**src/rtl/ialu_pkg.sv**
```systemverilog
package ialu_pkg;

	localparam int unsigned XLEN = 32;
	localparam int unsigned CMDW = 4;
	localparam int unsigned DIV_BITS_PER_STAGE = 4;
	localparam int unsigned DIV_STAGES = XLEN / DIV_BITS_PER_STAGE;

	localparam logic [XLEN-1:0] HIGH_HALF_MASK = 32'hFFFF_0000;
	localparam logic [XLEN-1:0] LOW_HALF_MASK  = 32'h0000_FFFF;

	typedef enum logic [CMDW-1:0] {
		CMD_ADD = 4'd0,
		CMD_SUB = 4'd1,
		CMD_MUL = 4'd2,
		CMD_DIV = 4'd3,
		CMD_CMP = 4'd4,
		CMD_SHL = 4'd5,
		CMD_SHR = 4'd6,
		CMD_SAR = 4'd7,
		CMD_AND = 4'd8,
		CMD_OR  = 4'd9,
		CMD_XOR = 4'd10,
		CMD_NOT = 4'd11,
		CMD_LDL = 4'd12,
		CMD_LDH = 4'd13
	} cmd_t;

	// data carried down the divider pipe
	typedef struct packed {
		logic [XLEN-1:0] quo;   // dividend bits shift out, quotient bits shift in
		logic [XLEN-1:0] rem;
		logic [XLEN-1:0] den;   // divisor magnitude
		logic [XLEN-1:0] b;     // original divisor
		logic            neg_a;
		logic            neg_b;
	} div_data_t;

	// side info for the non-divide result, carried alongside
	typedef struct packed {
		logic [XLEN-1:0] res;
		logic            is_div;
		logic            div_zero;
		logic            fw;
		logic            rw;
	} res_info_t;

endpackage

```
**src/rtl/ialu_div_stage.sv**
```systemverilog
// One restoring-division stage: DIV_BITS_PER_STAGE quotient bits.
module ialu_div_stage (
	input  ialu_pkg::div_data_t din,
	output ialu_pkg::div_data_t dout
);
	import ialu_pkg::*;

	logic [XLEN:0]   trial;
	logic [XLEN-1:0] r;
	logic [XLEN-1:0] q;

	always_comb begin
		r = din.rem;
		q = din.quo;
		for (int i = 0; i < DIV_BITS_PER_STAGE; i++) begin
			trial = {r, q[XLEN-1]} - {1'b0, din.den};
			q = {q[XLEN-2:0], 1'b0};
			if (!trial[XLEN]) begin
				r = trial[XLEN-1:0];
				q[0] = 1'b1;
			end else begin
				r = {r[XLEN-2:0], din.quo[XLEN-1-i]};
			end
		end
		dout = din;
		dout.rem = r;
		dout.quo = q;
	end

endmodule

```
**config.mk**
```make
export PLATFORM = sky130hd
export DESIGN_NAME = ialu_div_stage
export DESIGN_NICKNAME = d
export VERILOG_FILES = /design/src/rtl/ialu_pkg.sv /design/src/rtl/ialu_div_stage.sv
export SDC_FILE = /design/constraint.sdc
export NUM_CORES = 1
export LEC_CHECK = 0
export ABC_AREA = 1
export BUFFER_PORTS_ARGS = -buffer_cell sky130_fd_sc_hd__buf_2
export CAP_MARGIN = 15
export CORE_UTILIZATION = 57
export DETAILED_ROUTE_END_ITERATION = 8
export PLACE_DENSITY_LB_ADDON = 0.3
export REMOVE_ABC_BUFFERS = 1
export SYNTH_ARGS = -nofsm -noshare
export SYNTH_HDL_FRONTEND = slang
export SYNTH_SLANG_ARGS = --single-unit
```
**constraint.sdc**
```tcl
create_clock -name vclk -period 11.24
set_input_delay 1.124 -clock vclk [all_inputs]
set_output_delay 1.124 -clock vclk [all_outputs]
set_load 0.03 [all_outputs]
```
==> results.json <==
{
  "drc": 0,
  "seq_cell_count": 0,
  "cp-startpoint": "din[34]",
  "syn-cell-area_um2": 9760,
  "diodes": 0,
  "setup_viol": 0,
  "yosys-top-cells-count": "nand2_1 (461), inv_1 (202), a21oi_1 (145)",
  "synth_top_area_cell": "nand2_1",
  "maxCapViolations": 0,
  "max_slew_margin_pct": 59.3,
  "place_congestion": 0.991,
  "drive_above_1_share_pct": 15.8,
  "synth.avg_cell_area_um2": 5.69,
  "drv_slew": 0,
  "syn2layout_area_growth_pct": 6.61,
  "track_usage_pct": 39.6,
  "crit_top_cell": "nand2_1",
  "std_cell_rows": 47,
  "dp_hpwl_mm": 31.6,
  "port-buffer-count": 136,
  "cp_slowest_stage_delay_ns": 0.41,
  "num-nets-final": 2032,
  "regArea_um2": 0,
  "critPathMaxFanout": 33,
  "ioPinCount": 260,
  "drt_wl_total_mm": 37.4,
  "antenna_found_initial": 0,
  "detail_route.wl_per_cell_um": 18.8,
  "finalCritPeriodShare_pct": 96.0,
  "dieArea_um2": 17600,
  "postCtsHoldBufs": 0,
  "yosysMostFrequentCell": "nand2_1",
  "slowest_stage": "fa_1",
  "start_util_pct": 58.6,
  "fin_ws_ns": 0.453,
  "core_um2": 16600,
  "cp.required_ns": 10.12,
  "worst_pin_slew_ns": 0.605,
  "end_kind": "output pin",
  "vias": 11900,
  "arrival_ns": 9.66,
  "synth_top_area_share_pct": 17.7,
  "dieWidth_um": 133,
  "synthTopCellsByArea": "nand2_1 (18%), ha_1 (16%), inv_1 (7.8%)",
  "hp-class": "primary input to output pin",
  "worst-setup-path-type": "primary input to output pin",
  "place_ws_ns": -0.295,
  "synthCells": 1715,
  "ant_nets": 0,
  "via_per_inst": 5.97,
  "num-clock-buffers": 0,
  "yosysSeqAreaShare_pct": 0,
  "die_h_um": 133,
  "cp-start-kind": "primary input",
  "drtIter0Drc": 1082,
  "status": "completed",
  "yosysUniqueCellTypes": 45,
  "final_hold_viol_count": 0,
  "fmax_mhz": 92.7,
  "dr.pass1.iters": 7,
  "critPathCapture": "dout[77]",
  "overflow": 0,
  "grt_pass1_vias": 10300,
  "yosysWarnings": 0,
  "grt_max_degree": 34,
  "fin_crit_ns": 10.79,
  "grt_pass1_wl_mm": 55.0
}
[worst min-delay path by stage]
stage                     slack, ns  cells after the start         to     start
after floorplan                2.25                      0    dout[0]    din[0]
after detailed placement       2.25                      0  dout[107]  din[103]
after global placement         2.25                      0  dout[107]  din[103]
final                          2.25                      0  dout[107]  din[103]
after CTS                      2.25                      0  dout[107]  din[103]
after global routing           2.25                      0  dout[107]  din[103]
[critical path: cells and delay by family]
kind	cells	cell delay [ns]
AOI/OAI and AO/OA	17	2.83
and+or+nand+nor	25	2.61
adders and majority gates	5	1.58
buffers and inverters	10	1.47
[metal layers]
metal / track usage, % / up-vias / routed length (um) / share of wire, %
li1: - / 5723 / - / -
met1: 51.7 / 5323 / 14800 / 40
met2: 59.9 / 721 / 15700 / 42
met3: 14.4 / 86 / 5350 / 14
met4: 10.5 / 8 / 1230 / 3.3
met5: 10.6 / - / 265 / 0.71
[timing repair]
| item | 4_1_cts | 5_1_grt |
|---|---|---|
| setup buffers | 1 | 4 |
| gates cloned | 0 | 4 |
| resized for setup | 7 | 82 |
| pin swaps | 2 | 13 |
| endpoints found under the setup margin | 33 | 33 |
| hold endpoints to repair | 0 | 0 |
[placed cells by master, fill, tap and decap left out, types with 13 or more instances in the layout]
cell type,netlist,routed
a21oi_1,145,137
buf_2,14,136
buf_4,95,31
ha_1,128,124
inv_1,202,201
nand2_1,461,457
nand2_2,11,13
nand3_1,119,117
nor2_1,124,122
nor3_1,23,23
o21ai_0,93,70
o21ai_1,19,26
o21ai_2,25,41
o21bai_1,18,18
xnor2_1,44,44
xor2_1,69,69
[metrics by stage]
step	area (um^2)	hold WS, ns	utilization, %	setup TNS, ns	std cells
after global placement	10000	2.25	60.3	-4.74	1979
after CTS	10100	2.25	60.4	0	1980
after global routing	10400	2.25	62.5	-1.41	1988
after floorplan	8820	2.25	-	-9.85	1591
after detailed placement	10000	2.25	60.3	-8.42	1979
final	10400	2.25	62.5	0	1988
[cell families (layout without fill, tap and decap cells)]
logic type	Yosys count	in the layout	synth area share [%]
AO/OA/AOI/OAI	355	355	21.0
XOR/XNOR	113	113	10.1
adder cells (fa/ha/maj)	132	132	17.2
buffers and inverters	329	379	17.5
AND/OR/NAND/NOR	786	789	34.1
[final cells by class]
class                      count  area, um^2
fill                        1695        6240
multi-input combinational   1389        8320
timing repair buffer         174        1030
inverter                     205         777
tap                          220         275
Power is left out: the tool's default activity adds up to more than one toggle a clock period on the data nets, which glitch-free logic cannot reach.
