==> config.mk <==
export PLATFORM = sky130hd
export DESIGN_NAME = ialu_front
export DESIGN_NICKNAME = d
export VERILOG_FILES = /design/src/rtl/ialu_pkg.sv /design/src/rtl/ialu_front.sv
export SDC_FILE = /design/constraint.sdc
export NUM_CORES = 1
export LEC_CHECK = 0
export BUFFER_PORTS_ARGS = -buffer_cell sky130_fd_sc_hd__buf_4
export CAP_MARGIN = 10
export CELL_PAD_IN_SITES_DETAIL_PLACEMENT = 1
export CELL_PAD_IN_SITES_GLOBAL_PLACEMENT = 1
export CORE_MARGIN = 3
export CORE_UTILIZATION = 30
export DETAILED_ROUTE_END_ITERATION = 16
export GPL_TIMING_DRIVEN = 0
export PLACE_DENSITY = 0.73
export SLEW_MARGIN = 15
export SYNTH_ARGS = -nofsm -noshare
export SYNTH_HDL_FRONTEND = slang
export SYNTH_SLANG_ARGS = --single-unit
==> constraint.sdc <==
create_clock -name vclk -period 6.9
set_input_delay 0.69 -clock vclk [all_inputs]
set_output_delay 0.69 -clock vclk [all_outputs]
set_load 0.005 [all_outputs]
==> src/rtl/ialu_pkg.sv <==
package ialu_pkg;

	localparam int unsigned XLEN = 32;
	localparam int unsigned CMDW = 4;
	localparam int unsigned DIV_BITS_PER_STAGE = 4;
	localparam int unsigned DIV_STAGES = XLEN / DIV_BITS_PER_STAGE;

	localparam logic [XLEN-1:0] HIGH_HALF_MASK = 32'hFFFF_0000;
	localparam logic [XLEN-1:0] LOW_HALF_MASK  = 32'h0000_FFFF;

	typedef enum logic [CMDW-1:0] {
		CMD_ADD = 4'd0,
		CMD_SUB = 4'd1,
		CMD_MUL = 4'd2,
		CMD_DIV = 4'd3,
		CMD_CMP = 4'd4,
		CMD_SHL = 4'd5,
		CMD_SHR = 4'd6,
		CMD_SAR = 4'd7,
		CMD_AND = 4'd8,
		CMD_OR  = 4'd9,
		CMD_XOR = 4'd10,
		CMD_NOT = 4'd11,
		CMD_LDL = 4'd12,
		CMD_LDH = 4'd13
	} cmd_t;

	// data carried down the divider pipe
	typedef struct packed {
		logic [XLEN-1:0] quo;   // dividend bits shift out, quotient bits shift in
		logic [XLEN-1:0] rem;
		logic [XLEN-1:0] den;   // divisor magnitude
		logic [XLEN-1:0] b;     // original divisor
		logic            neg_a;
		logic            neg_b;
	} div_data_t;

	// side info for the non-divide result, carried alongside
	typedef struct packed {
		logic [XLEN-1:0] res;
		logic            is_div;
		logic            div_zero;
		logic            fw;
		logic            rw;
	} res_info_t;

endpackage

==> src/rtl/ialu_front.sv <==
// Stage-one combinational front end: simple ops, shifts and divider setup.
// mul is produced one stage later (registered product).
module ialu_front (
	input  logic [ialu_pkg::CMDW-1:0] command,
	input  logic [ialu_pkg::XLEN-1:0] operand_a,
	input  logic [ialu_pkg::XLEN-1:0] operand_b,
	output ialu_pkg::res_info_t       info,
	output ialu_pkg::div_data_t       dinit
);
	import ialu_pkg::*;

	logic            big_shift;
	logic [4:0]      sh;
	logic [XLEN-1:0] fill;

	always_comb begin
		big_shift = |operand_b[XLEN-1:5];
		sh = operand_b[4:0];
		fill = {XLEN{operand_a[XLEN-1]}};
		info = '{res: operand_a, is_div: 1'b0, div_zero: 1'b0, fw: 1'b1, rw: 1'b1};
		unique case (command)
			CMD_ADD: info.res = operand_a + operand_b;
			CMD_SUB: info.res = operand_a - operand_b;
			CMD_MUL: info.res = '0;
			CMD_DIV: begin
				info.is_div = 1'b1;
				info.res = '0;
				if (operand_b == '0) begin
					info.div_zero = 1'b1;
					info.fw = 1'b0;
					info.rw = 1'b0;
				end
			end
			CMD_CMP: begin
				info.res = operand_a - operand_b;
				info.rw = 1'b0;
			end
			CMD_SHL: info.res = big_shift ? '0 : operand_a << sh;
			CMD_SHR: info.res = big_shift ? '0 : operand_a >> sh;
			CMD_SAR: info.res = big_shift ? fill : XLEN'($signed(operand_a) >>> sh);
			CMD_AND: info.res = operand_a & operand_b;
			CMD_OR:  info.res = operand_a | operand_b;
			CMD_XOR: info.res = operand_a ^ operand_b;
			CMD_NOT: info.res = ~operand_a;
			CMD_LDL: begin
				info.res = (operand_a & HIGH_HALF_MASK) | (operand_b & LOW_HALF_MASK);
				info.fw = 1'b0;
			end
			CMD_LDH: begin
				info.res = (operand_a & LOW_HALF_MASK) | {operand_b[15:0], 16'h0000};
				info.fw = 1'b0;
			end
			default: begin
				info.fw = 1'b0;
				info.rw = 1'b0;
			end
		endcase

		dinit.neg_a = operand_a[XLEN-1];
		dinit.neg_b = operand_b[XLEN-1];
		dinit.quo = operand_a[XLEN-1] ? (XLEN'(0) - operand_a) : operand_a;
		dinit.den = operand_b[XLEN-1] ? (XLEN'(0) - operand_b) : operand_b;
		dinit.rem = '0;
		dinit.b = operand_b;
	end

endmodule

==> summary.md, run 1 <==
| Metric | Value |
|---|---|
| Worst setup path end | info[32] |
| Worst VDD drop | 44.4 uV |
| Vias after detailed routing | 14000 |
| Worst path slowest cell | a21oi_2 |
| Initial drt markers | 1690 |
| Sequential Area | 0 um2 |
| Slew margin rel. | 18.7% |
| Critical path type | primary input to primary output |
| Layout cell share with drive strength beyond 1 | 21.9% |
| Placement Rows | 67 |
| Worst path required time | 6.21 ns |
| Routed Antenna Nets | 0 |
| Final instance area | 12800 um2 |
| Fillers | 4429 |
| Fin crit period | 6.87 ns |
| First-pass GRT wire length | 103 mm |
| Hold slack | 1.65 ns |
| PwrDens | 96.3 nW/um2 |
| DP HPWL | 60.7 mm |
| Number of global-route vias before repair | 13700 |
| Ys Warns | 0 |
| Die area | 37200 um2 |
| Hold Path Class | primary input to primary output |
| Post-Syn Area | 10500 um2 |
| Critical path peak fanout | 10 |
| Mapped Cells | 1531 |
| RSZ-0062 raised after global routing | no |
| Status | finished, final reports clean |
| Seq/Total Area, Yosys | 0% |
| Final WL | 74.0 mm |
| GP Congestion | 0.990 |
| Total grt overflow | 0 |
| Area Growth Syn to Fin | 21.9% |
| Global Route Usage Sum | 38.7% |
| Mapped Avg Cell Area | 6.84 um2 |
| Setup-failing EPs final | 0 |
| Vias/cell | 6.36 |
| Yosys cell types | 74 |
| Core area | 34000 um2 |
| Fin. max-slew vios | 0 |
| CP Launch Type | primary input |
| WP data arrival | 6.18 ns |
| Routed WL per cell | 33.5 um |
| Largest net degree at the start of global routing | 20 |
| Placed cell areas | 12700 um2 |
| Seq cells | 0 |
| Initial antenna violation count | 3 |
| Fin crit share | 99.6% |
| FMAX | 146 MHz |
| Post-Route Utilization | 37.6% |
| # DRC | 0 |
| Post-cts hold buffer count | 0 |
| Die Span X | 193 um |
| LEAKAGE | 0.00545 uW |
| Crit. Startpoint | command[3] |
| Critical Path Max Stage Delay | 0.71 ns |
| Crit. End Element | primary output |
| Crit path cell chain | buf_4 > inv_1 > ha_1 > clkbuf_1 > nand2_1 > a21oi_2 > nor2_1 > xnor2_1 > ha_1 > and3_1 > a211oi_1 > nor3_1 > or3_1 > a41oi_1 > o21ai_0 > o21a_1 > o211ai_1 > buf_4 |
| # clk buffers | 0 |
| Initial Util | 30.9% |
| Die Height | 193 um |
| Final Total Pwr | 1230 uW |
| DR pass1 iterations | 6 |
| Tightest Pin Transition | 1.21 ns |
| # IOs | 234 |
| PortBufs | 202 |
| Final hold vios | 0 |
| Nets | 1934 |
| Maxcap violations | 0 |
[critical path: cells and delay by family]
| kind | cells | cell delay (ns) |
|---|---|---|
| buffers and inverters | 4 | 0.80 |
| adders and majority gates | 2 | 0.64 |
| xor gates and xnor gates | 1 | 0.44 |
| and+or+nand+nor | 5 | 1.07 |
| AOI/OAI and AO/OA | 6 | 2.53 |
[layout make-up]
cell class / instances / area, um2 / area share (%)
Multi-Input combinational cell: 1280 / 9340 / 73.2
Timing Repair Buffer: 204 / 1530 / 12.0
Inverter: 77 / 294 / 2.30
Tap cell: 448 / 561 / 4.39
Antenna cell: 1 / 2.50 / 0.0196
Buffer: 198 / 1040 / 8.11
[metrics by stage]
stage                     setup TNS (ns)  worst slack (ns)  std cells
after floorplan                        0             0.183       1562
after global placement            -37.00             -2.73       2212
after detailed placement          -36.23             -2.71       2212
after CTS                              0            0.0418       2210
after global routing                   0           0.00532       2207
final                                  0            0.0302       2208
[how the worst min path moves through the flow]
stage / from / endpoint / slack (ns) / depth (start not counted)
detailed placement: operand_b[3] / dinit[5] / 1.65 / 3
global route: operand_b[3] / dinit[5] / 1.67 / 3
floorplan: operand_b[30] / info[2] / 1.41 / 1
global placement: operand_b[3] / dinit[5] / 1.65 / 3
finish: operand_b[3] / dinit[5] / 1.65 / 3
CTS: operand_b[3] / dinit[5] / 1.65 / 3
[cell usage in the layout, fill, tap and decap left out, drive strengths merged, types with 8 or more instances in the layout]
master and count:
a2111oi 12, a211oi 27, a21o 18, a21oi 98
a221oi 27, a22oi 8, a31oi 22, and2 15
and3 12, buf 291, clkbuf 111, conb 32
ha 104, inv 76, mux2 19, mux2i 30
mux4 50, nand2 175, nand3 25, nand4 14
nor2 152, nor3 20, o2111ai 16, o211ai 16
o21ai 112, o221ai 8, o22ai 19, o31ai 23
or3 13, or4 11, xnor2 102
[what timing repair did]
item                                    in CTS  in global routing
gates resized for setup                     30                  8
pin swaps                                    1                  0
setup buffers                                2                  0
endpoints found under the setup margin      29                 10
[routing by layer]
metal | up-vias | track usage, % | share of wire [%]
li1 | 5984 | - | -
met4 | 4 | 18.2 | 6.0
met2 | 851 | 62.0 | 45
met3 | 204 | 6.67 | 8.8
met1 | 7006 | 50.3 | 41
met5 | - | 0 | 0.028
[cells in the mapped netlist (all sizes together), types with 7 or more instances]
master | instances | area (um2)
a2111oi | 12 | 105
mux2 | 19 | 214
a211o | 7 | 61.3
or4 | 11 | 101
or2 | 7 | 43.8
o221ai | 8 | 70.1
ha | 104 | 1300
o21bai | 7 | 52.6
a22oi | 8 | 60.1
o2111ai | 16 | 140
or3 | 13 | 81.3
mux4 | 50 | 1140
mux2i | 30 | 300
a31oi | 22 | 138
o21ai | 112 | 568
nand3 | 25 | 125
o22ai | 19 | 119
xnor2 | 102 | 893
inv | 76 | 285
a221oi | 27 | 236
nor2 | 152 | 571
clkbuf | 116 | 435
nor3 | 20 | 105
nand4 | 14 | 87.6
and2 | 15 | 93.8
and3 | 12 | 75.1
a21oi | 98 | 490
a21o | 18 | 135
nand2 | 175 | 657
o31ai | 23 | 186
a211oi | 27 | 203
buf | 89 | 607
nor4 | 7 | 58.8
o211ai | 16 | 120
[kinds of logic (layout without fill, tap and decap cells)]
logic type | Yosys count | in the layout | share of synthesized area, %
AO/OA/AOI/OAI | 464 | 464 | 29.3
adder cells (fa/ha/maj) | 105 | 105 | 12.6
XOR/XNOR | 108 | 108 | 9.03
other | 1 | 33 | 0.0358
multiplexers | 99 | 99 | 15.8
buffers and inverters | 282 | 479 | 12.7
AND/OR/NAND/NOR | 472 | 472 | 20.5
[report_power, final]
part	internal [uW]	switching, uW
logic	472	758
clock network	0.00000896	0
registers	0	0
(Power assumes the default switching activity.)
==> run 2: changes to the inputs <==
--- a/config.mk
+++ b/config.mk
@@ -10,10 +10,10 @@
 export CELL_PAD_IN_SITES_DETAIL_PLACEMENT = 1
 export CELL_PAD_IN_SITES_GLOBAL_PLACEMENT = 1
 export CORE_MARGIN = 3
-export CORE_UTILIZATION = 30
+export CORE_UTILIZATION = 37
 export DETAILED_ROUTE_END_ITERATION = 16
 export GPL_TIMING_DRIVEN = 0
-export PLACE_DENSITY = 0.73
+export PLACE_DENSITY = 0.86
 export SLEW_MARGIN = 15
 export SYNTH_ARGS = -nofsm -noshare
 export SYNTH_HDL_FRONTEND = slang
==> summary.md, run 2 (synthesis gave the netlist of run 1 again) <==
| Metric | Value |
|---|---|
| Status | finished, final reports clean |
| Die area | 30400 um2 |
| Worst path required time | 6.21 ns |
| Initial Util | 38.2% |
| Number of cells after detailed placement | 2136 |
| Layout cell share with drive strength beyond 1 | 22.3% |
| Critical path peak fanout | 10 |
| Fin crit period | 6.73 ns |
| Crit. Startpoint | operand_b[3] |
| Final setup TNS | 0 ns |
| GP Congestion | 1.11 |
| Critical Path Max Stage Delay | 0.63 ns |
| Switching Share | 61.7% |
| Worst path slowest cell | nand4_1 |
| Highest-count cells in the layout ignoring fill and taps | 274 x buf_4, 175 x nand2_1, 150 x nor2_1 |
| Sequential Power Share | 0% |
| Fin crit share | 97.5% |
| Largest net degree at the start of global routing | 20 |
| Most common cell on crit path | clkbuf_1 |
| Tightest Pin Transition | 1.27 ns |
| Die Span X | 174 um |
| Vias/cell | 6.94 |
| Internal power | 475 uW |
| DR pass1 iterations | 6 |
| LEAKAGE | 0.00546 uW |
| FMAX | 149 MHz |
| First-pass GRT wire length | 102 mm |
| Area Growth Syn to Fin | 21.2% |
| Routed WL per cell | 33.7 um |
| Met3 WL post-DR | 8.96 mm |
| RSZ-0062 raised after global routing | no |
| HP Start | operand_b[3] |
| Non-Filler Instances | 2135 |
| Number of global-route vias before repair | 14600 |
| Clock share of power | 0% |
| Initial antenna violation count | 2 |
| Gate power share | 100.0% |
| WP data arrival | 6.04 ns |
| # DRC | 0 |
| Final hold vios | 0 |
| Met1 WL | 25.9 mm |
| Total grt overflow | 0 |
| NetSw | 765 uW |
| Initial drt markers | 2270 |
| Routed Antenna Nets | 0 |
| Critical path type | primary input to primary output |
| Most common cell after layout, fill and taps aside | buf_4 |
| # IOs | 234 |
| Worst path bufs/invs | 5 |
| PwrDens | 97.6 nW/um2 |
| Crit path cell chain | buf_4 > clkbuf_1 > nor2_2 > nand4_1 > or2_2 > or3_1 > clkbuf_1 > o31ai_1 > xnor2_1 > ha_1 > clkbuf_1 > nand4_1 > nor3_1 > o21ai_0 > and4_1 > o21ai_0 > a21oi_1 > buf_4 |
| Uppermost routed layer | met5 |
| Placement Rows | 60 |
| Slew margin rel. | 14.7% |
| Maxcap violations | 0 |
| CP delay by family, top | simple AND/OR/NAND/NOR gates |
| Sequential Area | 0 um2 |
| Setup-failing EPs final | 0 |
| Crit. End Element | primary output |
| Core area | 27400 um2 |
| Global Route Usage Sum | 44.8% |
| Worst VDD drop | 48.4 uV |
| CP Launch Type | primary input |
| PortBufs | 202 |
| Hold Path Class | primary input to primary output |
| Hold slack | 1.66 ns |
| DP HPWL | 57.9 mm |
| Seq cells | 0 |
| # clk buffers | 0 |
| Nets | 1937 |
| Vias after detailed routing | 14800 |
| Fin. max-slew vios | 0 |
| Die Height | 174 um |
| Final WL | 71.9 mm |
| Met2 WL | 31.2 mm |
==> run 2: power by group through the flow <==
stage	logic (uW)	clock network [uW]	registers, uW
after floorplan	648	0	0
after global placement	1140	0	0
after detailed placement	1160	0	0
after CTS	1180	0	0
after global routing	1290	0	0
final	1240	0.0000102	0
==> run 2: area by class of cell <==
class	instances	area (um2)
diodes	1	2.50
plain buffers	199	1050
fillers	3613	14700
inverters	77	294
multi-input cells	1280	9340
well taps	372	465
repair buffers	206	1550
==> run 2: final timing paths <==
kind | to | cells after the start
min | dinit[5] | 3
max | info[30] | 18
==> run 2: repair_timing <==
action / CTS / global route
cloned: 0 / 0
resized for setup: 25 / 17
hold buffers: 0 / 0
setup buffers: 3 / 1
pin swaps: 1 / 2
endpoints found under the setup margin: 25 / 11
==> run 2: through the flow <==
step	setup WS, ns	util (%)	total power [uW]	area (um2)
global route	0.0111	46.3	1290	12700
CTS	0.0293	46.1	1180	12600
finish	0.169	46.3	1240	12700
global placement	-2.35	45.9	1140	12600
floorplan	0.183	-	648	10600
detailed placement	-2.40	45.9	1160	12600
==> run 2: per-layer routing <==
| layer | vias to the layer above | GRT usage, % |
|---|---|---|
| met1 | 7181 | 56.6 |
| met2 | 1271 | 70.6 |
| met3 | 372 | 8.96 |
| li1 | 5989 | - |
| met4 | 4 | 26.7 |
| met5 | - | 0 |
==> run 3: changes to the inputs <==
--- a/config.mk
+++ b/config.mk
@@ -6,14 +6,14 @@
 export NUM_CORES = 1
 export LEC_CHECK = 0
 export BUFFER_PORTS_ARGS = -buffer_cell sky130_fd_sc_hd__buf_4
-export CAP_MARGIN = 10
+export CAP_MARGIN = 20
 export CELL_PAD_IN_SITES_DETAIL_PLACEMENT = 1
 export CELL_PAD_IN_SITES_GLOBAL_PLACEMENT = 1
 export CORE_MARGIN = 3
 export CORE_UTILIZATION = 37
 export DETAILED_ROUTE_END_ITERATION = 16
 export GPL_TIMING_DRIVEN = 0
-export PLACE_DENSITY = 0.86
+export PLACE_DENSITY = 0.92
 export SLEW_MARGIN = 15
 export SYNTH_ARGS = -nofsm -noshare
 export SYNTH_HDL_FRONTEND = slang
==> summary.md, run 3 (synthesis gave the netlist of run 1 again) <==
| Metric | Value |
|---|---|
| Die Height | 174 um |
| Nets | 1935 |
| Routed WL per cell | 32.6 um |
| Most common cell after layout, fill and taps aside | buf_4 |
| Fin. max-slew vios | 0 |
| Status | finished, final reports clean |
| HP Start | operand_b[3] |
| Die area | 30400 um2 |
| Hold slack | 1.65 ns |
| Placement Rows | 60 |
| Hold endpoint | dinit[5] |
| Initial antenna violation count | 5 |
| Maxcap violations | 0 |
| Highest-count cells in the layout ignoring fill and taps | 272 x buf_4, 175 x nand2_1, 151 x nor2_1 |
| # clk buffers | 0 |
| Fillers | 3648 |
| Initial Util | 38.2% |
| Post-cts hold buffer count | 0 |
| DP HPWL | 57.0 mm |
| Sequential Area | 0 um2 |
| Largest net degree at the start of global routing | 20 |
| Fin crit period | 6.81 ns |
| Post-Route Utilization | 46.2% |
| DR pass1 iterations | 6 |
| Slew margin rel. | 21.1% |
| Layout cell share with drive strength beyond 1 | 21.9% |
| # IOs | 234 |
| RSZ-0062 raised after global routing | no |
| Crit. End Element | primary output |
| Tightest Pin Transition | 1.18 ns |
| Final WL | 69.7 mm |
| Final setup TNS | 0 ns |
| Global Route Usage Sum | 43.6% |
| Final hold vios | 0 |
| Area Growth Syn to Fin | 20.9% |
| Routed Antenna Nets | 0 |
| Hold Path Class | primary input to primary output |
| CP Launch Type | primary input |
| Seq cells | 0 |
| Critical path type | primary input to primary output |
| PortBufs | 202 |
| WP data arrival | 6.12 ns |
| Core area | 27400 um2 |
| WHS Path Cells | 3 |
| FMAX | 147 MHz |
| GP Congestion | 1.07 |
| # DRC | 0 |
| First-pass GRT wire length | 99.3 mm |
| Initial drt markers | 2046 |
| Vias after detailed routing | 14700 |
| Critical path peak fanout | 10 |
| Total grt overflow | 0 |
| Worst path required time | 6.21 ns |
| Setup-failing EPs final | 0 |
| Die Span X | 174 um |
| Fin crit share | 98.7% |
| Vias/cell | 6.87 |
| Number of global-route vias before repair | 14600 |
-- run 3: changes by cell type in the layout (fill, tap and decap cells not counted), sizes merged --
cell,delta
buf,-3
clkbuf,+1
diode,+2
-- run 3: area by class of cell --
class	instances	area, um2	area share [%]
antenna	3	7.51	0.0593
buffer	199	1040	8.21
inverter	77	294	2.32
multi-input combinational	1280	9320	73.6
tap	372	465	3.68
timing repair buffer	204	1530	12.1
-- run 3: timing repair --
item	CTS	global route
pin swaps	1	1
resized for setup	29	5
setup endpoints to repair	25	9
buffers inserted	1	0
-- run 3: worst max path at each step --
| stage | from | to | depth (start not counted) |
|---|---|---|---|
| 2_1_floorplan | operand_b[0] | info[29] | 23 |
| 3_3_place_gp | operand_b[0] | info[29] | 25 |
| 3_5_place_dp | operand_b[0] | info[29] | 25 |
| 4_1_cts | command[3] | info[32] | 20 |
| 5_1_grt | operand_b[2] | info[32] | 17 |
| 6_report | command[3] | info[32] | 19 |
-- run 3: layer usage --
metal / GRT usage (%) / part of all wire [%] / vias to the layer above
met5: 0 / 0.16 / -
met4: 27.4 / 8.4 / 10
met3: 11.5 / 12 / 373
met2: 69.0 / 43 / 1201
met1: 52.4 / 36 / 7111
li1: - / - / 5975
-- run 3: worst max-delay path: stages --
cell and delay (ns):
buf_4 0.13, inv_1 0.08, ha_1 0.27, clkbuf_1 0.47, nand2_1 0.14, a21oi_1 0.65, buf_4 0.29, nor2_1 0.08
xnor2_1 0.34, ha_1 0.40, and3_1 0.23, a211oi_2 0.45, nor3_1 0.14, or3_1 0.38, a41oi_1 0.49, o21ai_0 0.34
o21a_1 0.25, o211ai_1 0.17, buf_4 0.14
-- run 3: metrics by stage --
step | worst slack (ns) | instances | instance area (um2)
finish | 0.0886 | 2135 | 12700
global route | 0.0244 | 2132 | 12700
CTS | 0.0697 | 2134 | 12700
detailed placement | -2.44 | 2137 | 12600
global placement | -2.46 | 2136 | 12600
floorplan | 0.183 | 1562 | 10600
